File: src/csdc_pkg.sv
// Shared types, codes and defaults for the clock set and dimming controller.
// Depends on nothing; every other file of the block imports it.
`default_nettype none

package csdc_pkg;

  // Default geometry of the clock face.
  localparam int HOURS_DEFAULT   = 12;
  localparam int MINUTES_DEFAULT = 24;

  // Configuration port geometry.
  localparam int CFG_ADDR_W = 4;
  localparam int CFG_DATA_W = 32;
  localparam int LEVEL_W    = 8;

  // Register indexes (byte address divided by four).
  localparam logic [1:0] REG_SECONDS    = 2'd0;
  localparam logic [1:0] REG_LEVEL_MIN  = 2'd1;
  localparam logic [1:0] REG_LEVEL_MAX  = 2'd2;
  localparam logic [1:0] REG_LEVEL_STEP = 2'd3;

  // Register reset values.
  localparam logic [7:0] SECONDS_RESET    = 8'd150;
  localparam logic [7:0] LEVEL_MIN_RESET  = 8'd0;
  localparam logic [7:0] LEVEL_MAX_RESET  = 8'd255;
  localparam logic [7:0] LEVEL_STEP_RESET = 8'd16;

  // Request kinds.
  localparam logic [1:0] FUNC_TICK  = 2'd0;
  localparam logic [1:0] FUNC_KEYS  = 2'd1;
  localparam logic [1:0] FUNC_LUMA  = 2'd2;
  localparam logic [1:0] FUNC_POWER = 2'd3;

  // Operating modes.
  localparam logic [1:0] MODE_REGULAR     = 2'd0;
  localparam logic [1:0] MODE_SET_HOURS   = 2'd1;
  localparam logic [1:0] MODE_SET_MINUTES = 2'd2;

  // Display effects.
  localparam logic [1:0] EFFECT_RISE   = 2'd0;
  localparam logic [1:0] EFFECT_BLINK  = 2'd1;
  localparam logic [1:0] EFFECT_STEADY = 2'd2;

  // Bit positions in the held-key vector.
  localparam int KEY_UP  = 0;
  localparam int KEY_DN  = 1;
  localparam int KEY_SEL = 2;

  typedef struct packed {
    logic [7:0] seconds_per_hyperminute;
    logic [7:0] level_min;
    logic [7:0] level_max;
    logic [7:0] level_step;
  } cfg_t;

  typedef struct packed {
    logic [1:0] func;
    logic       key_up;
    logic       key_dn;
    logic       key_sel;
    logic       its_dark;
    logic       supply_ok;
  } item_t;

  typedef struct packed {
    logic [1:0] mode;
    logic [1:0] hour_effect;
    logic [1:0] minute_effect;
    logic       hour_refresh;
    logic       minute_refresh;
  } res_ctl_t;

endpackage

`default_nettype wire

File: src/csdc_cfg.sv
// Configuration register file with an APB-style access port.
// Depends on csdc_pkg for the register map, reset values and cfg_t.
`default_nettype none

module csdc_cfg (
  input  logic                                clk,
  input  logic                                rst,
  input  logic                                psel,
  input  logic                                penable,
  input  logic                                pwrite,
  input  logic [csdc_pkg::CFG_ADDR_W-1:0]     paddr,
  input  logic [csdc_pkg::CFG_DATA_W-1:0]     pwdata,
  output logic [csdc_pkg::CFG_DATA_W-1:0]     prdata,
  output logic                                pready,
  output csdc_pkg::cfg_t                      cfg
);
  import csdc_pkg::*;

  logic [1:0] reg_index;
  logic       wr_en;

  assign reg_index = paddr[CFG_ADDR_W-1:2];
  assign pready    = 1'b1;
  assign wr_en     = psel && penable && pwrite && pready;

  always_ff @(posedge clk) begin
    if (rst) begin
      cfg.seconds_per_hyperminute <= SECONDS_RESET;
      cfg.level_min               <= LEVEL_MIN_RESET;
      cfg.level_max               <= LEVEL_MAX_RESET;
      cfg.level_step              <= LEVEL_STEP_RESET;
    end else if (wr_en) begin
      unique case (reg_index)
        REG_SECONDS:    cfg.seconds_per_hyperminute <= pwdata[7:0];
        REG_LEVEL_MIN:  cfg.level_min               <= pwdata[7:0];
        REG_LEVEL_MAX:  cfg.level_max               <= pwdata[7:0];
        REG_LEVEL_STEP: cfg.level_step              <= pwdata[7:0];
        default: ;
      endcase
    end
  end

  always_comb begin
    unique case (reg_index)
      REG_SECONDS:    prdata = CFG_DATA_W'(cfg.seconds_per_hyperminute);
      REG_LEVEL_MIN:  prdata = CFG_DATA_W'(cfg.level_min);
      REG_LEVEL_MAX:  prdata = CFG_DATA_W'(cfg.level_max);
      REG_LEVEL_STEP: prdata = CFG_DATA_W'(cfg.level_step);
      default:        prdata = '0;
    endcase
  end

endmodule

`default_nettype wire

File: src/csdc_level.sv
// Brightness stepper: an optional up step followed by an optional down step,
// each saturating at the configured limits. Depends on csdc_pkg for cfg_t.
`default_nettype none

module csdc_level (
  input  csdc_pkg::cfg_t                 cfg,
  input  logic [csdc_pkg::LEVEL_W-1:0]   level,
  input  logic                           step_up,
  input  logic                           step_down,
  output logic [csdc_pkg::LEVEL_W-1:0]   result
);
  import csdc_pkg::*;

  logic [LEVEL_W:0]   up_sum;
  logic [LEVEL_W-1:0] after_up;
  logic [LEVEL_W-1:0] room;

  // Up: add the step and clamp at the maximum, unless already at or above it.
  always_comb begin
    up_sum = {1'b0, level} + {1'b0, cfg.level_step};
    if (step_up && (level < cfg.level_max)) begin
      after_up = (up_sum > {1'b0, cfg.level_max}) ? cfg.level_max : up_sum[LEVEL_W-1:0];
    end else begin
      after_up = level;
    end
  end

  // Down: land on the minimum when the distance to it is no more than a step.
  always_comb begin
    room = after_up - cfg.level_min;
    if (step_down && (after_up > cfg.level_min)) begin
      result = (room <= cfg.level_step) ? cfg.level_min : after_up - cfg.level_step;
    end else begin
      result = after_up;
    end
  end

endmodule

`default_nettype wire

File: src/csdc_core.sv
// Clock state and the next-state logic for one request: time keeping, key
// edges, mode cycling and brightness. Depends on csdc_pkg and csdc_level.
`default_nettype none

module csdc_core #(
  parameter int HOURS_PER_CYCLE  = csdc_pkg::HOURS_DEFAULT,
  parameter int MINUTES_PER_HOUR = csdc_pkg::MINUTES_DEFAULT
) (
  input  logic                                  clk,
  input  logic                                  rst,
  input  logic                                  fire,
  input  csdc_pkg::item_t                       item,
  input  csdc_pkg::cfg_t                        cfg,
  output logic [$clog2(HOURS_PER_CYCLE)-1:0]    hour_next,
  output logic [$clog2(MINUTES_PER_HOUR)-1:0]   minute_next,
  output logic [csdc_pkg::LEVEL_W-1:0]          level_next,
  output csdc_pkg::res_ctl_t                    ctl_next
);
  import csdc_pkg::*;

  localparam int HW = $clog2(HOURS_PER_CYCLE);
  localparam int MW = $clog2(MINUTES_PER_HOUR);

  logic [7:0]         second_count;
  logic [MW-1:0]      minute_index;
  logic [HW-1:0]      hour_index;
  logic [1:0]         mode_state;
  logic [2:0]         keys_held;
  logic [LEVEL_W-1:0] dark_level;
  logic [LEVEL_W-1:0] light_level;
  logic [LEVEL_W-1:0] level_in_use;

  logic [7:0]         second_count_next;
  logic [MW-1:0]      minute_index_next;
  logic [HW-1:0]      hour_index_next;
  logic [1:0]         mode_state_next;
  logic [2:0]         keys_held_next;
  logic [LEVEL_W-1:0] dark_level_next;
  logic [LEVEL_W-1:0] light_level_next;
  logic [LEVEL_W-1:0] level_in_use_next;

  logic               up_edge;
  logic               down_edge;
  logic               menu_edge;
  logic [8:0]         second_inc;
  logic [HW-1:0]      hour_set;
  logic [MW-1:0]      minute_set;
  logic [LEVEL_W-1:0] chosen_level;
  logic [LEVEL_W-1:0] stepped_level;
  logic               hr_ref;
  logic               mn_ref;

  function automatic logic [HW-1:0] hour_up(input logic [HW-1:0] h);
    return (({1'b0, h} + (HW+1)'(1)) >= (HW+1)'(HOURS_PER_CYCLE)) ? '0 : h + HW'(1);
  endfunction

  function automatic logic [HW-1:0] hour_down(input logic [HW-1:0] h);
    return (h == '0) ? HW'(HOURS_PER_CYCLE - 1) : h - HW'(1);
  endfunction

  function automatic logic [MW-1:0] minute_up(input logic [MW-1:0] m);
    return (({1'b0, m} + (MW+1)'(1)) >= (MW+1)'(MINUTES_PER_HOUR)) ? '0 : m + MW'(1);
  endfunction

  function automatic logic [MW-1:0] minute_down(input logic [MW-1:0] m);
    return (m == '0) ? MW'(MINUTES_PER_HOUR - 1) : m - MW'(1);
  endfunction

  // A key acts only on its press edge.
  assign up_edge   = item.key_up  && !keys_held[KEY_UP];
  assign down_edge = item.key_dn  && !keys_held[KEY_DN];
  assign menu_edge = item.key_sel && !keys_held[KEY_SEL];

  // Up is handled before down, so both may apply within one poll.
  always_comb begin
    hour_set   = up_edge ? hour_up(hour_index) : hour_index;
    hour_set   = down_edge ? hour_down(hour_set) : hour_set;
    minute_set = up_edge ? minute_up(minute_index) : minute_index;
    minute_set = down_edge ? minute_down(minute_set) : minute_set;
  end

  assign chosen_level = item.its_dark ? dark_level : light_level;
  assign second_inc   = {1'b0, second_count} + 9'd1;

  csdc_level u_level (
    .cfg       (cfg),
    .level     (chosen_level),
    .step_up   (up_edge),
    .step_down (down_edge),
    .result    (stepped_level)
  );

  always_comb begin
    second_count_next = second_count;
    minute_index_next = minute_index;
    hour_index_next   = hour_index;
    mode_state_next   = mode_state;
    keys_held_next    = keys_held;
    dark_level_next   = dark_level;
    light_level_next  = light_level;
    level_in_use_next = level_in_use;
    hr_ref            = 1'b0;
    mn_ref            = 1'b0;
    unique case (item.func)
      FUNC_TICK: begin
        if (mode_state == MODE_REGULAR) begin
          if (second_inc > {1'b0, cfg.seconds_per_hyperminute}) begin
            second_count_next = 8'd1;
            minute_index_next = minute_up(minute_index);
            mn_ref            = item.supply_ok;
            if (minute_index_next == '0) begin
              hour_index_next = hour_up(hour_index);
              hr_ref          = item.supply_ok;
            end
          end else begin
            second_count_next = second_inc[7:0];
          end
        end
      end
      FUNC_KEYS: begin
        // After a poll each held bit simply follows the key level.
        keys_held_next = {item.key_sel, item.key_dn, item.key_up};
        if (mode_state == MODE_SET_HOURS) begin
          hour_index_next = hour_set;
          hr_ref          = up_edge || down_edge;
        end else if (mode_state == MODE_SET_MINUTES) begin
          minute_index_next = minute_set;
          mn_ref            = up_edge || down_edge;
        end else if (up_edge || down_edge) begin
          level_in_use_next = stepped_level;
          if (item.its_dark) begin
            dark_level_next = stepped_level;
          end else begin
            light_level_next = stepped_level;
          end
        end
        if (menu_edge) begin
          mode_state_next = (mode_state >= MODE_SET_MINUTES) ? MODE_REGULAR
                                                             : mode_state + 2'd1;
          hr_ref = 1'b1;
          mn_ref = 1'b1;
        end
      end
      FUNC_LUMA: begin
        level_in_use_next = chosen_level;
      end
      FUNC_POWER: begin
        keys_held_next  = '0;
        mode_state_next = MODE_REGULAR;
        hr_ref          = 1'b1;
        mn_ref          = 1'b1;
      end
      default: ;
    endcase
  end

  always_ff @(posedge clk) begin
    if (rst) begin
      second_count <= 8'd1;
      minute_index <= '0;
      hour_index   <= HW'(1);
      mode_state   <= MODE_REGULAR;
      keys_held    <= '0;
      dark_level   <= LEVEL_MAX_RESET;
      light_level  <= LEVEL_MAX_RESET;
      level_in_use <= LEVEL_MAX_RESET;
    end else if (fire) begin
      second_count <= second_count_next;
      minute_index <= minute_index_next;
      hour_index   <= hour_index_next;
      mode_state   <= mode_state_next;
      keys_held    <= keys_held_next;
      dark_level   <= dark_level_next;
      light_level  <= light_level_next;
      level_in_use <= level_in_use_next;
    end
  end

  // Result fields reflect the state after this request.
  assign hour_next   = hour_index_next;
  assign minute_next = minute_index_next;
  assign level_next  = level_in_use_next;

  always_comb begin
    ctl_next.mode           = mode_state_next;
    ctl_next.hour_refresh   = hr_ref;
    ctl_next.minute_refresh = mn_ref;
    unique case (mode_state_next)
      MODE_REGULAR: begin
        ctl_next.hour_effect   = EFFECT_RISE;
        ctl_next.minute_effect = EFFECT_RISE;
      end
      MODE_SET_HOURS: begin
        ctl_next.hour_effect   = EFFECT_BLINK;
        ctl_next.minute_effect = EFFECT_STEADY;
      end
      MODE_SET_MINUTES: begin
        ctl_next.hour_effect   = EFFECT_STEADY;
        ctl_next.minute_effect = EFFECT_BLINK;
      end
      default: begin
        ctl_next.hour_effect   = EFFECT_STEADY;
        ctl_next.minute_effect = EFFECT_STEADY;
      end
    endcase
  end

`ifndef SYNTHESIS
  a_hour_range: assert property (@(posedge clk) disable iff (rst)
    {1'b0, hour_index} < (HW+1)'(HOURS_PER_CYCLE))
    else $error("hour index out of range");

  a_minute_range: assert property (@(posedge clk) disable iff (rst)
    {1'b0, minute_index} < (MW+1)'(MINUTES_PER_HOUR))
    else $error("hyper-minute index out of range");

  a_power_restore: assert property (@(posedge clk) disable iff (rst)
    fire && (item.func == FUNC_POWER) |=> (keys_held == '0) && (mode_state == MODE_REGULAR))
    else $error("power restore did not release keys and return to regular mode");

  a_tick_frozen: assert property (@(posedge clk) disable iff (rst)
    fire && (item.func == FUNC_TICK) && (mode_state != MODE_REGULAR)
      |=> $stable(minute_index) && $stable(hour_index) && $stable(second_count))
    else $error("tick changed the time outside regular mode");
`endif

endmodule

`default_nettype wire

File: src/clock_set_and_dimming_controller.sv
// Top level of the clock set and dimming controller: request and result
// registers with their handshakes. Depends on csdc_pkg, csdc_cfg, csdc_core.
//
//   port group      direction   handshake             payload
//   config (APB)    in/out      psel/penable/pready   paddr, pwdata, prdata
//   request         in          in_valid/in_stall     func, keys, its_dark, supply_ok
//   result          out         out_valid/out_stall   hour .. pwm_top
//
// Every request is held in the request register and yields one result in the
// result register; a new request can be taken every cycle while the result is
// not stalled, with a single pass through csdc_core between the two registers.
// Reset (rst, synchronous) empties both registers and restores the clock state
// and configuration defaults. When the result is stalled the request register
// still takes one more request; in_stall then rises until the result leaves.
`default_nettype none

module clock_set_and_dimming_controller #(
  parameter int HOURS_PER_CYCLE  = csdc_pkg::HOURS_DEFAULT,
  parameter int MINUTES_PER_HOUR = csdc_pkg::MINUTES_DEFAULT
) (
  input  logic                                  clk,
  input  logic                                  rst,
  // Configuration port.
  input  logic                                  psel,
  input  logic                                  penable,
  input  logic                                  pwrite,
  input  logic [csdc_pkg::CFG_ADDR_W-1:0]       paddr,
  input  logic [csdc_pkg::CFG_DATA_W-1:0]       pwdata,
  output logic [csdc_pkg::CFG_DATA_W-1:0]       prdata,
  output logic                                  pready,
  // Request channel.
  input  logic                                  in_valid,
  output logic                                  in_stall,
  input  logic [1:0]                            func,
  input  logic                                  key_up,
  input  logic                                  key_dn,
  input  logic                                  key_sel,
  input  logic                                  its_dark,
  input  logic                                  supply_ok,
  // Result channel.
  output logic                                  out_valid,
  input  logic                                  out_stall,
  output logic [$clog2(HOURS_PER_CYCLE)-1:0]    hour,
  output logic [$clog2(MINUTES_PER_HOUR)-1:0]   hyper_minute,
  output logic [1:0]                            mode,
  output logic [1:0]                            hour_effect,
  output logic [1:0]                            minute_effect,
  output logic                                  hour_refresh,
  output logic                                  minute_refresh,
  output logic [csdc_pkg::LEVEL_W-1:0]          pwm_top
);
  import csdc_pkg::*;

  localparam int HW = $clog2(HOURS_PER_CYCLE);
  localparam int MW = $clog2(MINUTES_PER_HOUR);

  cfg_t               cfg;
  item_t              s1_item;
  logic               s1_valid;
  logic               in_accept;
  logic               fire;
  logic [HW-1:0]      hour_res;
  logic [MW-1:0]      minute_res;
  logic [LEVEL_W-1:0] level_res;
  res_ctl_t           ctl_res;

  csdc_cfg u_cfg (
    .clk     (clk),
    .rst     (rst),
    .psel    (psel),
    .penable (penable),
    .pwrite  (pwrite),
    .paddr   (paddr),
    .pwdata  (pwdata),
    .prdata  (prdata),
    .pready  (pready),
    .cfg     (cfg)
  );

  // The held request moves on whenever the result register is empty or its
  // current result is being taken this cycle.
  assign fire      = s1_valid && (!out_valid || !out_stall);
  assign in_stall  = s1_valid && !fire;
  assign in_accept = in_valid && !in_stall;

  always_ff @(posedge clk) begin
    if (rst) begin
      s1_valid <= 1'b0;
    end else begin
      s1_valid <= in_accept || (s1_valid && !fire);
    end
  end

  // Request payload register; holds while stalled.
  always_ff @(posedge clk) begin
    if (in_accept) begin
      s1_item.func      <= func;
      s1_item.key_up    <= key_up;
      s1_item.key_dn    <= key_dn;
      s1_item.key_sel   <= key_sel;
      s1_item.its_dark  <= its_dark;
      s1_item.supply_ok <= supply_ok;
    end
  end

  csdc_core #(
    .HOURS_PER_CYCLE  (HOURS_PER_CYCLE),
    .MINUTES_PER_HOUR (MINUTES_PER_HOUR)
  ) u_core (
    .clk         (clk),
    .rst         (rst),
    .fire        (fire),
    .item        (s1_item),
    .cfg         (cfg),
    .hour_next   (hour_res),
    .minute_next (minute_res),
    .level_next  (level_res),
    .ctl_next    (ctl_res)
  );

  // Result register: loaded on the same edge that commits the clock state.
  always_ff @(posedge clk) begin
    if (rst) begin
      out_valid <= 1'b0;
    end else begin
      out_valid <= fire || (out_valid && out_stall);
    end
  end

  always_ff @(posedge clk) begin
    if (fire) begin
      hour           <= hour_res;
      hyper_minute   <= minute_res;
      mode           <= ctl_res.mode;
      hour_effect    <= ctl_res.hour_effect;
      minute_effect  <= ctl_res.minute_effect;
      hour_refresh   <= ctl_res.hour_refresh;
      minute_refresh <= ctl_res.minute_refresh;
      pwm_top        <= level_res;
    end
  end

`ifndef SYNTHESIS
  a_stall_only_when_full: assert property (@(posedge clk) disable iff (rst)
    in_stall |-> s1_valid)
    else $error("request stalled with an empty request register");

  a_fire_fills_result: assert property (@(posedge clk) disable iff (rst)
    fire |=> out_valid)
    else $error("committed request produced no result");

  a_backpressure: assert property (@(posedge clk) disable iff (rst)
    s1_valid && out_valid && out_stall |-> in_stall && !fire)
    else $error("request advanced while the result was stalled");
`endif

endmodule

`default_nettype wire
File: config.mk
export PLATFORM = sky130hd
export DESIGN_NAME = clock_set_and_dimming_controller
export DESIGN_NICKNAME = d
export VERILOG_FILES = /design/src/csdc_pkg.sv /design/src/csdc_cfg.sv /design/src/csdc_level.sv /design/src/csdc_core.sv /design/src/clock_set_and_dimming_controller.sv
export SDC_FILE = /design/constraint.sdc
export NUM_CORES = 1
export LEC_CHECK = 0
export BUFFER_PORTS_ARGS = -buffer_cell sky130_fd_sc_hd__buf_4
export CAP_MARGIN = 10
export CORE_ASPECT_RATIO = 0.8
export CORE_UTILIZATION = 47
export DETAILED_ROUTE_END_ITERATION = 7
export PLACE_DENSITY = 0.77
export RECOVER_POWER = 25
export SLEW_MARGIN = 20
export SYNTH_ARGS = -nofsm -noshare
export SYNTH_HDL_FRONTEND = slang
export SYNTH_HIERARCHICAL = 1
export SYNTH_SLANG_ARGS = --single-unit
File: constraint.sdc
create_clock -name clk -period 7.5 [get_ports clk]
set_input_delay 0.75 -clock clk [delete_from_list [all_inputs] [get_ports clk]]
set_output_delay 0.75 -clock clk [all_outputs]
set_load 0.01 [all_outputs]
==> results_dict.tcl <==
set metrics [dict create \
    status "finished, violations left" \
    violations "DRC" \
    dr_wl_met3_um 1695 \
    relSlewSlack 0.3065 \
    clock_skew_ns 0.01068 \
    switching_share 0.3028 \
    cpLargestDelayFamily "compound AO/OA/AOI/OAI gates" \
    yosys_register_bits 112 \
    peakVddDrop_mv 0.1066 \
    synth_area_leaders "dfxtp_1 19%, edfxtp_1 11%, ha_1 10%, mux2i_1 5.8%, nor2_1 3.7%" \
    synth_edf_count 32 \
    grt_pass1_vias 6457 \
    synthTopCellsByCount "83 x nor2_1, 80 x dfxtp_1, 70 x ha_1" \
    start_util 0.4850 \
    period_needed_ns 7.247 \
    cts_tree "built" \
    vias_per_cell 5.922 \
    leakage_nw 4.019 \
    numCtsBuffers 9 \
    dr.max_layer_used "met4" \
    p_comb_frac 0.214 \
    synth_top_area_cell "dfxtp_1" \
    fin_crit_sh 0.9662 \
    hold_path_class "register to register" \
    grt_util_all_layers 0.2298 \
    via_count 7207 \
    n_antenna_cell 0 \
    syn-instance-count 947 \
    maxCapViolCount 0 \
    p_per_area_nw_per_um2 155.5 \
    grt_pass1_wl_um 33550 \
    synth-async-reset-ratio 0 \
    cp_common_cell "ha_2" \
    drc_errors 8 \
    drive_above_1_share 0.1563 \
    max_stage_delay_ns 0.50 \
    final.setup.tns_ns 0 \
    ff2ff_setup_slack_ns 0.25 \
    power.internal_mw 1.021 \
    dr.pass1.iters 8 \
    finalSetupViolations 0 \
    clk_latency_ns 0.37 \
    avgSynthCellArea_um2 8.955 \
    io_buffer_count 58 \
    switching_power_mw 0.4432 \
    antenna_found_initial 0 \
    cp_data_required_time_ns 7.76 \
    placement_rows 43 \
    pre_cts_ws_ns -0.1397 \
    placed_cells 1200 \
    ios 110 \
    area_growth_pct 10.98 \
    cp-end-kind "register" \
    power_frac_clock 0.331 \
    ys_warn_count 6 \
    postCtsHoldBufs 0 \
    timing.final.hold_violations 0 \
    synth.distinct_cells 93 \
    wl_met1_um 10290 \
    routed-wl-met2_um 8637 \
    crit_slowest_cell "or4_4" \
    clock-root-buffer "clkbuf_16" \
    cts_sinks 112 \
    crit_path_max_fanout 3 \
    cts.clk_slew.worst_paths_ns 0.08 \
    drt_iter0_markers 785 \
    die_w_um 152.2 \
    clk_path_buf_depth 2 \
    slew_viol_final 0 \
    h-tree-depth 3 \
    place.gp.congestion 0.9362 \
    drt-wirelength-per-cell_um 17.28 \
    synth_top_area_share 0.1888 \
    synth.most_common_cell "nor2_1" \
    design.core.area_um2 17490 \
    seq_power_share 0.455 \
    routed_wl_um 21030 \
    synth-main-ff-cell "dfxtp_1" \
    cp.arrival_ns 7.50 \
    rsz0062_at_grt "false" \
    design.die.area_um2 18590 \
    layout.nets 1110 \
    ys_seq_area_frac 0.3022 \
    globalRouteOverflowTotal 0 \
    cp-start-kind "register" \
    path_buf_inv 1 \
    netlist_area_um2 8481 \
    grt_start_max_net_pins 97 \
    final_antenna_net_count 0 \
    crit_type "register to register" \
    fmax_ghz 0.1380 \
    fp.dieH_um 122.1 \
    tightest_slew_ns 1.038 \
    setup_ws_ns 0.2532 \
    stdcell_count 1217 \
    hpwl_um 15860 \
    fillers 1562 \
]
worst paths after layout:
kind                                     startpoint                             endpoint  depth (start not counted)
setup / recovery               s1_item[1]$_DFFE_PP_  u_core/level_in_use[1]$_SDFFE_PP1P_                         30
hold / removal    u_core/dark_level[5]$_SDFFE_PP1P_    u_core/dark_level[5]$_SDFFE_PP1P_                          1
setup reg to reg               s1_item[1]$_DFFE_PP_  u_core/level_in_use[1]$_SDFFE_PP1P_                         30
hold reg to reg   u_core/dark_level[5]$_SDFFE_PP1P_    u_core/dark_level[5]$_SDFFE_PP1P_                          1
layout make-up:
| class | count | area [µm²] | share of cell area |
|---|---|---|---|
| multi-input combinational | 719 | 5433 | 0.5772 |
| sequential | 112 | 2562 | 0.2723 |
| timing repair buffer | 80 | 589.3 | 0.06262 |
| tap | 225 | 281.5 | 0.02991 |
| inverter | 65 | 244.0 | 0.02592 |
| clock buffer | 9 | 225.2 | 0.02393 |
| clock inverter | 7 | 76.32 | 0.008110 |
repair_timing:
action / 4_1_cts / 5_1_grt
buffers inserted: 0 / 1
endpoints found under the setup margin: 10 / 17
resized for setup: 4 / 15
pin swaps: 0 / 10
cells by family (layout without fill, tap and decap cells):
| group | Yosys count | after routing | synth area share |
|---|---|---|---|
| multiplexers | 73 | 73 | 0.1052 |
| XOR/XNOR | 23 | 23 | 0.02375 |
| other | 2 | 25 | 0.0008855 |
| AND/OR/NAND/NOR | 295 | 295 | 0.1843 |
| flip-flops | 112 | 112 | 0.3022 |
| AO/OA/AOI/OAI | 230 | 230 | 0.1965 |
| buffers and inverters | 139 | 161 | 0.07686 |
| adder cells (fa/ha/maj) | 73 | 73 | 0.1104 |
power by group through the flow:
stage / Sequential (mW) / Combinational [mW] / Clock [mW]
finish: 0.667 / 0.313 / 0.485
global route: 0.670 / 0.341 / 0.514
CTS: 0.666 / 0.307 / 0.495
detailed placement: 0.680 / 0.302 / 0
global placement: 0.679 / 0.297 / 0
floorplan: 0.675 / 0.228 / 0
stage by stage:
step	power (mW)	hold WS, ns	util	instance area (µm²)
final	1.464	0.4671	0.5382	9412
after global routing	1.524	0.4988	0.5382	9412
after CTS	1.468	0.4680	0.5367	9384
after detailed placement	0.9827	0.4507	0.5183	9062
after global placement	0.9758	0.4365	0.5183	9062
after floorplan	0.9030	0.4296	-	8586
metal layers:
metal  global-route usage  vias to the layer above
met2               0.3390                      327
met4              0.06760                        0
met1               0.3368                     3381
li1                     -                     3465
met5                    0                        -
met3              0.04482                       34
worst register-to-register path, delay by kind of cell, from the launching register on:
kind                       cells  cell delay [ns]
adders and majority gates      6             1.62
xor gates and xnor gates       2             0.24
buffers and inverters          1             0.06
DFF                            1             0.44
AOI/OAI and AO/OA             13             2.48
and+or+nand+nor                3             0.78
muxes                          5             1.50
layout by cell type, fill, tap and decap left out, types with 6 or more instances in the layout:
cell type	count
and3_1	9
mux2i_1	49
nand4_1	10
nand2b_1	32
mux2_2	11
a21oi_2	7
a22oi_1	7
o21ai_0	34
nand2_1	53
dfxtp_1	80
edfxtp_1	32
buf_4	69
nand3_1	22
nor2_1	83
a21oi_1	39
clkbuf_16	9
xor2_1	10
a31oi_1	9
a211o_1	19
conb_1	25
a21o_1	11
o211ai_1	9
xnor2_1	13
clkbuf_4	6
nand3b_1	17
inv_1	64
nor2b_1	19
nor3_1	10
ha_1	67
o21a_1	8
mux4_1	7
a22o_1	17
o21bai_1	6
a211oi_1	9
and2_1	9
registers in the layout, indices dropped and copies added, names as in the netlist, 2 cells and up:
signal	flops
u_core/light_level	8
u_core/level_in_use	8
hour_effect	2
u_core/second_count	8
u_core/minute_index	5
minute_effect	2
s1_item	7
hyper_minute	5
pwm_top	8
u_core/keys_held	3
u_core/mode_state	2
mode	2
u_core/dark_level	8
u_cfg/cfg	32
u_core/hour_index	4
hour	4
Power figures use the tool's default switching activity.
